==> src/rtl/core/csfg_pkg.sv <==
// Package for the counting semaphore granter: command and event codes,
// register indexes, shared types and the capacity lookup. No dependencies.
`default_nettype none

package csfg_pkg;

  localparam int MAX_RES   = 8;
  localparam int RES_W     = 3;
  localparam int PROC_W    = 8;
  localparam int CAP_W     = 3;
  localparam int CYC_OUT_W = 10;
  localparam int CFG_IDX_W = 2;
  localparam int CFG_DAT_W = 24;
  localparam int CNT_W     = 4;
  localparam int CMD_DEPTH = 2;
  localparam int CMD_PTR_W = 1;

  localparam logic [CFG_IDX_W-1:0] CFG_MUTEX_MODE = 2'd0;
  localparam logic [CFG_IDX_W-1:0] CFG_RES_IN_USE = 2'd1;
  localparam logic [CFG_IDX_W-1:0] CFG_CAP_TABLE  = 2'd2;

  typedef enum logic [1:0] {
    CMD_REQ,
    CMD_TICK,
    CMD_BAD
  } cmd_kind_t;

  typedef enum logic [2:0] {
    EV_GRANT_NOW   = 3'd0,
    EV_QUEUED      = 3'd1,
    EV_QUEUE_GRANT = 3'd2,
    EV_BAD_RES     = 3'd3,
    EV_QUEUE_FULL  = 3'd4,
    EV_TICK_DONE   = 3'd5
  } event_t;

  typedef enum logic [1:0] {
    ST_IDLE,
    ST_SCAN,
    ST_EMIT,
    ST_DONE
  } state_t;

  typedef struct packed {
    cmd_kind_t         kind;
    logic [PROC_W-1:0] proc;
    logic [RES_W-1:0]  res;
  } cmd_t;

  function automatic logic [CAP_W-1:0] cap_of(input logic mutex,
                                               input logic [CFG_DAT_W-1:0] tbl,
                                               input logic [RES_W-1:0] idx);
    logic [CAP_W-1:0] c;
    c = tbl[CAP_W*idx +: CAP_W];
    return mutex ? CAP_W'(1) : c;
  endfunction

endpackage

`default_nettype wire

==> src/rtl/core/csfg_front.sv <==
// Front end: takes input items and classifies them as request, tick or
// bad resource. Depends on csfg_pkg.
`default_nettype none

module csfg_front
  import csfg_pkg::*;
(
  input  wire logic              clk,
  input  wire logic              rst_n,
  input  wire logic              in_valid,
  output logic                   in_ready,
  input  wire logic              in_operation,
  input  wire logic [PROC_W-1:0] in_process_id,
  input  wire logic [RES_W-1:0]  in_resource_index,
  input  wire logic [CNT_W-1:0]  valid_cnt,
  input  wire logic              fifo_full,
  output logic                   push,
  output cmd_t                   push_cmd
);

  logic seen_r;
  logic seen_nxt;

  assign in_ready = !fifo_full;
  assign push     = in_valid && in_ready;
  assign seen_nxt = seen_r || push;

  always_comb begin
    push_cmd.proc = in_process_id;
    push_cmd.res  = in_resource_index;
    if (in_operation) begin
      push_cmd.kind = CMD_TICK;
    end else if ({1'b0, in_resource_index} >= valid_cnt) begin
      push_cmd.kind = CMD_BAD;
    end else begin
      push_cmd.kind = CMD_REQ;
    end
  end

  always_ff @(posedge clk) begin
    if (!rst_n) begin
      seen_r <= 1'b0;
    end else begin
      seen_r <= seen_nxt;
    end
  end

endmodule

`default_nettype wire

==> src/rtl/core/csfg_cmd_fifo.sv <==
// Short command queue between front and back end.
// Depends on csfg_pkg.
`default_nettype none

module csfg_cmd_fifo
  import csfg_pkg::*;
(
  input  wire logic clk,
  input  wire logic rst_n,
  input  wire logic push,
  input  cmd_t      push_cmd,
  output logic      full,
  input  wire logic pop,
  output cmd_t      pop_cmd,
  output logic      not_empty
);

  localparam int CW = $clog2(CMD_DEPTH + 1);

  cmd_t                 store_r [CMD_DEPTH];
  logic [CMD_PTR_W-1:0] wr_ptr_r, wr_ptr_nxt;
  logic [CMD_PTR_W-1:0] rd_ptr_r, rd_ptr_nxt;
  logic [CW-1:0]        count_r, count_nxt;

  assign full      = (count_r == CW'(CMD_DEPTH));
  assign not_empty = (count_r != '0);
  assign pop_cmd   = store_r[rd_ptr_r];

  always_comb begin
    wr_ptr_nxt = push ? wr_ptr_r + 1'b1 : wr_ptr_r;
    rd_ptr_nxt = pop ? rd_ptr_r + 1'b1 : rd_ptr_r;
    count_nxt  = count_r;
    if (push && !pop) begin
      count_nxt = count_r + 1'b1;
    end else if (pop && !push) begin
      count_nxt = count_r - 1'b1;
    end
  end

  always_ff @(posedge clk) begin
    if (push) begin
      store_r[wr_ptr_r] <= push_cmd;
    end
  end

  always_ff @(posedge clk) begin
    if (!rst_n) begin
      wr_ptr_r <= '0;
      rd_ptr_r <= '0;
      count_r  <= '0;
    end else begin
      wr_ptr_r <= wr_ptr_nxt;
      rd_ptr_r <= rd_ptr_nxt;
      count_r  <= count_nxt;
    end
  end

endmodule

`default_nettype wire

==> src/rtl/core/csfg_back.sv <==
// Back end: held counts, wait queues in one memory, cycle counter, tick
// sequencer and the result register. Depends on csfg_pkg.
`default_nettype none

module csfg_back
  import csfg_pkg::*;
#(
  parameter int NUM_RESOURCES = 8,
  parameter int QUEUE_DEPTH   = 16,
  parameter int CYCLE_LIMIT   = 1024
) (
  input  wire logic                 clk,
  input  wire logic                 rst_n,
  input  wire logic                 cmd_valid,
  input  cmd_t                      cmd,
  output logic                      cmd_pop,
  input  wire logic                 mutex_mode,
  input  wire logic [CFG_DAT_W-1:0] cap_table,
  input  wire logic [CNT_W-1:0]     valid_cnt,
  output logic                      out_valid,
  input  wire logic                 out_ready,
  output logic [2:0]                out_event_kind,
  output logic [PROC_W-1:0]         out_granted_process,
  output logic [RES_W-1:0]          out_granted_resource,
  output logic [CYC_OUT_W-1:0]      out_cycle_number,
  output logic                      out_last
);

  localparam int HW  = (QUEUE_DEPTH > 1) ? $clog2(QUEUE_DEPTH) : 1;
  localparam int LW  = $clog2(QUEUE_DEPTH + 1);
  localparam int SW  = LW + 1;
  localparam int MD  = NUM_RESOURCES * QUEUE_DEPTH;
  localparam int AW  = (MD > 1) ? $clog2(MD) : 1;
  localparam int CW  = (CYCLE_LIMIT > 1) ? $clog2(CYCLE_LIMIT) : 1;

  logic [PROC_W-1:0] mem [MD];
  logic [PROC_W-1:0] rd_data_r;

  logic [CAP_W-1:0] held_r [MAX_RES];
  logic [HW-1:0]    head_r [MAX_RES];
  logic [LW-1:0]    len_r  [MAX_RES];
  logic [CW-1:0]    cyc_r, cyc_nxt;
  logic [CNT_W-1:0] scan_r, scan_nxt;
  state_t           state_r, state_nxt;

  logic              out_valid_r;
  logic [2:0]        kind_r;
  logic [PROC_W-1:0] proc_r;
  logic [RES_W-1:0]  res_r;
  logic [CW-1:0]     ocyc_r;
  logic              last_r;

  logic              out_free;
  logic [RES_W-1:0]  r_idx;
  logic              scan_end;
  logic              can_grant;
  logic              held_ok;
  logic              q_full;
  logic [SW-1:0]     slot_sum;
  logic [HW-1:0]     slot;
  logic [HW-1:0]     head_inc;
  logic [AW-1:0]     wr_addr;
  logic [AW-1:0]     rd_addr;
  logic [31:0]       cyc_wide;

  logic              emit;
  event_t            emit_kind;
  logic [PROC_W-1:0] emit_proc;
  logic [RES_W-1:0]  emit_res;
  logic              emit_last;
  logic              do_tick;
  logic              do_grant_now;
  logic              do_enqueue;
  logic              do_queue_grant;
  logic              scan_inc;
  logic              rd_en;

  assign out_free  = !out_valid_r || out_ready;
  assign r_idx     = scan_r[RES_W-1:0];
  assign scan_end  = (scan_r >= valid_cnt);
  assign can_grant = (held_r[r_idx] < cap_of(mutex_mode, cap_table, r_idx)) &&
                     (len_r[r_idx] != '0);
  assign held_ok   = held_r[cmd.res] < cap_of(mutex_mode, cap_table, cmd.res);
  assign q_full    = (len_r[cmd.res] == LW'(QUEUE_DEPTH));
  assign slot_sum  = SW'(head_r[cmd.res]) + SW'(len_r[cmd.res]);
  assign slot      = (slot_sum >= SW'(QUEUE_DEPTH)) ?
                     HW'(slot_sum - SW'(QUEUE_DEPTH)) : HW'(slot_sum);
  assign head_inc  = (head_r[r_idx] == HW'(QUEUE_DEPTH - 1)) ?
                     '0 : head_r[r_idx] + 1'b1;
  assign wr_addr   = AW'(32'(cmd.res) * QUEUE_DEPTH + 32'(slot));
  assign rd_addr   = AW'(32'(r_idx) * QUEUE_DEPTH + 32'(head_r[r_idx]));
  assign cyc_nxt   = (cyc_r == CW'(CYCLE_LIMIT - 1)) ? '0 : cyc_r + 1'b1;
  assign scan_nxt  = do_tick ? '0 : (scan_inc ? scan_r + 1'b1 : scan_r);

  always_comb begin
    state_nxt = state_r;
    unique case (state_r)
      ST_IDLE: begin
        if (cmd_valid && cmd.kind == CMD_TICK) begin
          state_nxt = ST_SCAN;
        end
      end
      ST_SCAN: begin
        if (scan_end) begin
          state_nxt = ST_DONE;
        end else if (can_grant) begin
          state_nxt = ST_EMIT;
        end
      end
      ST_EMIT: begin
        if (out_free) begin
          state_nxt = ST_SCAN;
        end
      end
      ST_DONE: begin
        if (out_free) begin
          state_nxt = ST_IDLE;
        end
      end
      default: state_nxt = ST_IDLE;
    endcase
  end

  always_comb begin
    cmd_pop        = 1'b0;
    emit           = 1'b0;
    emit_kind      = EV_TICK_DONE;
    emit_proc      = '0;
    emit_res       = '0;
    emit_last      = 1'b1;
    do_tick        = 1'b0;
    do_grant_now   = 1'b0;
    do_enqueue     = 1'b0;
    do_queue_grant = 1'b0;
    scan_inc       = 1'b0;
    rd_en          = 1'b0;
    unique case (state_r)
      ST_IDLE: begin
        if (cmd_valid) begin
          if (cmd.kind == CMD_TICK) begin
            cmd_pop = 1'b1;
            do_tick = 1'b1;
          end else if (out_free) begin
            cmd_pop   = 1'b1;
            emit      = 1'b1;
            emit_proc = cmd.proc;
            emit_res  = cmd.res;
            if (cmd.kind == CMD_BAD) begin
              emit_kind = EV_BAD_RES;
            end else if (held_ok) begin
              emit_kind    = EV_GRANT_NOW;
              do_grant_now = 1'b1;
            end else if (q_full) begin
              emit_kind = EV_QUEUE_FULL;
            end else begin
              emit_kind  = EV_QUEUED;
              do_enqueue = 1'b1;
            end
          end
        end
      end
      ST_SCAN: begin
        if (!scan_end) begin
          if (can_grant) begin
            rd_en = 1'b1;
          end else begin
            scan_inc = 1'b1;
          end
        end
      end
      ST_EMIT: begin
        if (out_free) begin
          emit           = 1'b1;
          emit_kind      = EV_QUEUE_GRANT;
          emit_proc      = rd_data_r;
          emit_res       = r_idx;
          emit_last      = 1'b0;
          do_queue_grant = 1'b1;
        end
      end
      ST_DONE: begin
        if (out_free) begin
          emit = 1'b1;
        end
      end
      default: begin
        emit = 1'b0;
      end
    endcase
  end

  always_ff @(posedge clk) begin
    if (do_enqueue) begin
      mem[wr_addr] <= cmd.proc;
    end
    if (rd_en) begin
      rd_data_r <= mem[rd_addr];
    end
  end

  always_ff @(posedge clk) begin
    if (!rst_n) begin
      state_r     <= ST_IDLE;
      cyc_r       <= '0;
      scan_r      <= '0;
      out_valid_r <= 1'b0;
      for (int i = 0; i < MAX_RES; i++) begin
        held_r[i] <= '0;
        head_r[i] <= '0;
        len_r[i]  <= '0;
      end
    end else begin
      state_r <= state_nxt;
      scan_r  <= scan_nxt;
      if (do_tick) begin
        cyc_r <= cyc_nxt;
        for (int i = 0; i < MAX_RES; i++) begin
          held_r[i] <= '0;
        end
      end
      if (do_grant_now) begin
        held_r[cmd.res] <= held_r[cmd.res] + 1'b1;
      end
      if (do_enqueue) begin
        len_r[cmd.res] <= len_r[cmd.res] + 1'b1;
      end
      if (do_queue_grant) begin
        held_r[r_idx] <= held_r[r_idx] + 1'b1;
        head_r[r_idx] <= head_inc;
        len_r[r_idx]  <= len_r[r_idx] - 1'b1;
      end
      if (emit) begin
        out_valid_r <= 1'b1;
      end else if (out_ready) begin
        out_valid_r <= 1'b0;
      end
    end
  end

  always_ff @(posedge clk) begin
    if (emit) begin
      kind_r <= emit_kind;
      proc_r <= emit_proc;
      res_r  <= emit_res;
      ocyc_r <= cyc_r;
      last_r <= emit_last;
    end
  end

  assign cyc_wide             = 32'(ocyc_r);
  assign out_valid            = out_valid_r;
  assign out_event_kind       = kind_r;
  assign out_granted_process  = proc_r;
  assign out_granted_resource = res_r;
  assign out_cycle_number     = cyc_wide[CYC_OUT_W-1:0];
  assign out_last             = last_r;

endmodule

`default_nettype wire

==> src/rtl/core/counting_semaphore_fifo_granter_unit.sv <==
// Counting semaphore granter with one FIFO wait queue per resource. A
// request is granted at once while its resource has a free slot, is
// otherwise queued and is refused when its wait queue is full; a tick
// releases all grants and serves the queues in index order, closing with a
// tick-done result that has last set. The front end takes one item per
// cycle into a two-entry command queue while that queue is not full. In
// the back end a request or bad index gives one result. A tick runs in
// steps: one to take it, one scan step per valid resource and two per
// queue grant, one to end the scan and one for the tick-done result; each
// queue grant costs one read of the wait-queue memory and one step to hand
// the result on. A stalled result register holds the back end.
// Configuration is taken at any time on the cfg port and is expected only
// while the block is idle. Depends on csfg_pkg.
`default_nettype none

module counting_semaphore_fifo_granter_unit
  import csfg_pkg::*;
#(
  parameter int NUM_RESOURCES = 8,
  parameter int QUEUE_DEPTH   = 16,
  parameter int CYCLE_LIMIT   = 1024
) (
  input  wire logic                 clk,
  input  wire logic                 rst_n,
  input  wire logic                 in_valid,
  output logic                      in_ready,
  input  wire logic                 in_operation,
  input  wire logic [PROC_W-1:0]    in_process_id,
  input  wire logic [RES_W-1:0]     in_resource_index,
  output logic                      out_valid,
  input  wire logic                 out_ready,
  output logic [2:0]                out_event_kind,
  output logic [PROC_W-1:0]         out_granted_process,
  output logic [RES_W-1:0]          out_granted_resource,
  output logic [CYC_OUT_W-1:0]      out_cycle_number,
  output logic                      out_last,
  input  wire logic                 cfg_valid,
  output logic                      cfg_ready,
  input  wire logic [CFG_IDX_W-1:0] cfg_index,
  input  wire logic [CFG_DAT_W-1:0] cfg_data
);

  logic                 mutex_r;
  logic [CNT_W-1:0]     in_use_r;
  logic [CFG_DAT_W-1:0] cap_r;
  logic [CNT_W-1:0]     valid_cnt;
  logic                 cfg_we;

  logic fifo_full;
  logic push;
  cmd_t push_cmd;
  logic pop;
  cmd_t pop_cmd;
  logic not_empty;

  assign cfg_ready = 1'b1;
  assign cfg_we    = cfg_valid && cfg_ready;
  assign valid_cnt = (in_use_r > CNT_W'(NUM_RESOURCES)) ? CNT_W'(NUM_RESOURCES) : in_use_r;

  always_ff @(posedge clk) begin
    if (!rst_n) begin
      mutex_r  <= 1'b1;
      in_use_r <= '0;
      cap_r    <= '0;
    end else if (cfg_we) begin
      unique case (cfg_index)
        CFG_MUTEX_MODE: mutex_r  <= cfg_data[0];
        CFG_RES_IN_USE: in_use_r <= cfg_data[CNT_W-1:0];
        CFG_CAP_TABLE:  cap_r    <= cfg_data;
        default:        mutex_r  <= mutex_r;
      endcase
    end
  end

  csfg_front u_front (
    .clk               (clk),
    .rst_n             (rst_n),
    .in_valid          (in_valid),
    .in_ready          (in_ready),
    .in_operation      (in_operation),
    .in_process_id     (in_process_id),
    .in_resource_index (in_resource_index),
    .valid_cnt         (valid_cnt),
    .fifo_full         (fifo_full),
    .push              (push),
    .push_cmd          (push_cmd)
  );

  csfg_cmd_fifo u_fifo (
    .clk       (clk),
    .rst_n     (rst_n),
    .push      (push),
    .push_cmd  (push_cmd),
    .full      (fifo_full),
    .pop       (pop),
    .pop_cmd   (pop_cmd),
    .not_empty (not_empty)
  );

  csfg_back #(
    .NUM_RESOURCES (NUM_RESOURCES),
    .QUEUE_DEPTH   (QUEUE_DEPTH),
    .CYCLE_LIMIT   (CYCLE_LIMIT)
  ) u_back (
    .clk                  (clk),
    .rst_n                (rst_n),
    .cmd_valid            (not_empty),
    .cmd                  (pop_cmd),
    .cmd_pop              (pop),
    .mutex_mode           (mutex_r),
    .cap_table            (cap_r),
    .valid_cnt            (valid_cnt),
    .out_valid            (out_valid),
    .out_ready            (out_ready),
    .out_event_kind       (out_event_kind),
    .out_granted_process  (out_granted_process),
    .out_granted_resource (out_granted_resource),
    .out_cycle_number     (out_cycle_number),
    .out_last             (out_last)
  );

endmodule

`default_nettype wire
==> config.mk <==
export PLATFORM = sky130hd
export DESIGN_NAME = counting_semaphore_fifo_granter_unit
export DESIGN_NICKNAME = d
export VERILOG_FILES = /design/src/rtl/core/csfg_pkg.sv /design/src/rtl/core/csfg_front.sv /design/src/rtl/core/csfg_cmd_fifo.sv /design/src/rtl/core/csfg_back.sv /design/src/rtl/core/counting_semaphore_fifo_granter_unit.sv
export SDC_FILE = /design/constraint.sdc
export NUM_CORES = 2
export LEC_CHECK = 0
export ABC_AREA = 1
export BUFFER_PORTS_ARGS = -buffer_cell sky130_fd_sc_hd__buf_2
export CORE_ASPECT_RATIO = 1.25
export CORE_UTILIZATION = 25
export CTS_BUF_LIST = sky130_fd_sc_hd__clkbuf_2
export DETAILED_ROUTE_END_ITERATION = 6
export HOLD_SLACK_MARGIN = 0.08
export PLACE_DENSITY = 0.51
export SYNTH_ARGS = -nofsm -noshare
export SYNTH_HDL_FRONTEND = slang
export SYNTH_SLANG_ARGS = --single-unit
==> constraint.sdc <==
create_clock -name clk -period 9.73 [get_ports clk]
set_input_delay 0.4865 -clock clk [delete_from_list [all_inputs] [get_ports clk]]
set_output_delay 0.4865 -clock clk [all_outputs]
set_load 0.05 [all_outputs]
==> impl_metrics.csv <==
group,metric,value,unit
timing,rsz0062_at_grt,"false",
hold_path,min_path_type,"in -> reg",
global_routing,grt_pass1_vias,41400,
place,pre_cts_slack,4.20,ns
cts,clock_latency,1.74,ns
pwr,power,15.1,mW
global_routing,antenna_found_initial,3,
cells_and_area,fin_nets,5684,
timing,finalCritPeriodShare,0.570,
worst_setup_path,critical_path_arrival,7.01,ns
pwr,power_frac_seq,0.431,
global_routing,grt_usage,0.145,
cts,cts_buffers,327,
detailed_routing,dr.pass1.iters,6,
pwr,cellInternalPower,8.71,mW
worst_setup_path,startpoint_type,"flop",
pwr,power.density,235,mW/mm²
job,cap_violations,0,
pwr,p_switching,6.38,mW
timing,fin_tns_setup,0,ns
timing,tightest_slew,1.29,ns
worst_setup_path,path_class,"reg -> reg",
worst_setup_path,critPathCaptureType,"flop",
timing,maxSlewViolCount,0,
timing,finalHoldViolations,0,
detailed_routing,viasPerCell,4.64,
logic_synthesis,synth_area,0.0569,mm²
timing,min_period,5.54,ns
cells_and_area,drive_gt1_frac,0.129,
floorplan,die_x,429,µm
place,io_buffers,69,
pwr,p_leak,24.4,nW
logic_synthesis,synthesis.nets,5421,
logic_synthesis,synth_compound_area_frac,0.0250,
run_status,status,"completed",
logic_synthesis,synth_top_flop_cell,"edfxtp_1",
logic_synthesis,muxShareOfSynthArea,0.00176,
floorplan,start_util,0.252,
pwr,peakVddDrop,515,µV
cts,h-tree-depth,5,
pwr,clkPwrFrac,0.230,
logic_synthesis,ys_ff_latch,1233,
floorplan,core_area,0.226,mm²
logic_synthesis,syn_avg_cell_area,10.6,µm²
global_routing,grt_max_degree,137,
detailed_routing,wire_per_inst,19.4,µm
cts,root_buffer,"clkbuf_2",
detailed_routing,drc,0,
detailed_routing,drt_iter0_drc,2971,
place,place_hpwl,97.4,mm
worst_setup_path,critical_path_required,11.19,ns
global_routing,grt_pass1_wl,256,mm
timing,fmax,180,MHz
worst_setup_path,path_max_fanout,77,
cts,cts_setup_buffers,0,
cts,tritoncts,"built",
floorplan,core.rowCount,195,
floorplan,die-area,0.229,mm²
cts,clk_pin_slew,0.10,ns
global_routing,gr-total-overflow,0,
detailed_routing,vias,40800,
logic_synthesis,synth_edf_count,1179,
logic_synthesis,ys_seq_area_frac,0.641,
cts,cts.path.max_buffers,4,
place,place.gp.congestion,0.862,
logic_synthesis,synthAdderAreaFrac,0.00541,
floorplan,io_pins,71,
logic_synthesis,synth_top_family_by_area,"simple AND/OR/NAND/NOR gates",
timing,slew_headroom,0.131,
cts,clock_sinks,1233,
logic_synthesis,yosys.area_share.simple,0.255,
pwr,p_comb_frac,0.339,
timing,finalWorstSetupSlack,4.19,ns
pwr,swShare,0.423,
timing,setup_viol,0,
floorplan,fp.dieH,535,µm
cells_and_area,area_growth,13.1,%
logic_synthesis,ys_types,53,
cells_and_area,fillers,23700,
logic_synthesis,syn_inst,5354,
logic_synthesis,yosys_warnings,0,
timing,clock_skew,0.211,ns
detailed_routing,wl,170,mm
detailed_routing,antenna_left,0,
logic_synthesis,yosys.area_share.xor_xnor,0.00108,
logic_synthesis,async_reset_ff_frac,0,
-- through the flow --
step,instance area (µm²),std cells,hold WS (ns),utilization
after floorplan,56900,5354,0.426,-
after global placement,60100,8092,0.438,0.266
after detailed placement,60100,8092,0.444,0.266
after CTS,64300,8786,0.0934,0.285
after global routing,64400,8791,0.249,0.285
final,64400,8791,0.373,0.285
-- power groups by stage --
stage	registers, mW	clock network [mW]	logic, mW
2_1_floorplan	6.77	0	2.81
6_report	6.50	3.47	5.12
5_1_grt	6.51	3.84	5.46
3_5_place_dp	6.62	0	5.10
3_3_place_gp	6.62	0	5.09
4_1_cts	6.50	3.60	5.16
-- sequential cells by signal (all words and copies together), names as in the netlist, named ones only --
| register | flops |
|---|---|
| u_back.rd_data_r | 8 |
| u_back.head_r | 32 |
| in_use_r | 4 |
| u_fifo.count_r | 2 |
| u_back.out_last | 1 |
| u_back.cyc_r | 10 |
| u_back.out_cycle_number | 10 |
| u_fifo.wr_ptr_r | 1 |
| u_back.mem | 1024 |
| u_back.out_valid | 1 |
| u_back.state_r | 2 |
| u_back.out_granted_resource | 3 |
| u_back.len_r | 40 |
| u_back.out_granted_process | 8 |
| u_fifo.rd_ptr_r | 1 |
| u_fifo.store_r | 26 |
| u_back.scan_r | 4 |
| cap_r | 24 |
| u_back.out_event_kind | 3 |
| mutex_r | 1 |
| u_back.held_r | 24 |
-- placed cells by master, fill, tap and decap left out, types with 11 or more instances in the layout --
cell type      netlist  layout
o22ai_1             13      13
o21ai_0             97      97
nand3_4              9      11
nand2_2              8      12
dfxtp_1             54      53
nor2_1             172     172
nor3_1              87      86
buf_2              131      69
nor3_2              51      52
nand3_1            979     977
o211ai_1            20      20
dlygate4sd3_1        0     151
clkinv_2             0      18
ha_1                23      23
a21oi_1             84      84
inv_2                5      11
edfxtp_1          1179    1179
buf_4                6      57
nand3b_1           497     497
inv_1              653     650
clkbuf_2             0     462
nand2_1            978     971
clkinv_1             5      60
-- cells by family after synthesis --
| logic type | count (synthesis) |
|---|---|
| AO/OA/AOI/OAI | 249 |
| multiplexers | 9 |
| adder cells (fa/ha/maj) | 24 |
| other | 1 |
| buffers and inverters | 1012 |
| XOR/XNOR | 7 |
| AND/OR/NAND/NOR | 2819 |
| flip-flops | 1233 |
-- cell usage after synthesis (all sizes together) (8+ instances only) --
cell    instances  area [µm²]
a21oi          84         420
a22o            8        70.1
buf           199         971
clkbuf        149         559
dfxtp          54        1080
edfxtp       1179       35400
ha             23         288
inv           659        2480
mux2            8        90.1
nand2         990        3770
nand3         988        5060
nand3b        497        3730
nand4          12         125
nor2          185         790
nor3          138         946
o211ai         21         163
o21ai         108         567
o22ai          13        81.3
-- routing by layer --
| layer | part of all wire | up-vias | GRT usage |
|---|---|---|---|
| met5 | 0 | - | 0 |
| met4 | 0.036 | 0 | 0.0627 |
| met3 | 0.050 | 344 | 0.0243 |
| met2 | 0.50 | 1270 | 0.253 |
| met1 | 0.41 | 20100 | 0.176 |
| li1 | - | 19100 | - |
-- layout make-up --
class                      instances  area, µm²  area share
tap                             2955       3700      0.0574
clock buffer                     462       2310      0.0359
antenna                            5       12.5    0.000194
inverter                         664       2500      0.0389
timing repair buffer             282       2380      0.0371
clock inverter                    81        383     0.00595
sequential                      1233      36500       0.567
multi-input combinational       3109      16600       0.258
-- what timing repair did --
action                    CTS  global route
resized for setup           0             0
hold buffers              151             0
hold endpoints to repair  334             0
-- final timing paths --
path                           startpoint                            end  slack [ns]  cells past startpoint
max                                  flop  u_back.rd_data_r[4]$_DFFE_PP_        4.19                     16
min                              in_valid   u_fifo.wr_ptr_r$_SDFFE_PN0P_        0.37                      7
max reg2reg                          flop  u_back.rd_data_r[4]$_DFFE_PP_        4.19                     16
min reg2reg  u_fifo.rd_ptr_r$_SDFFE_PN0P_   u_fifo.rd_ptr_r$_SDFFE_PN0P_        0.47                      1
-- worst max-delay path: stages, from the launching register on --
cell and delay (ns):
dfxtp_2 0.33, buf_4 0.50, inv_2 0.45, nand2_1 0.15, nand3_1 0.12, nand3_4 0.61
buf_4 0.80, buf_4 0.83, nand3b_1 0.14, nand3_1 0.14, nand3_1 0.14, nand3_1 0.20
nand2_1 0.11, nand2_1 0.07, nand2_1 0.11, nor2_1 0.38, nand2_1 0.09
No activity file was read; power rests on OpenSTA's default activity.
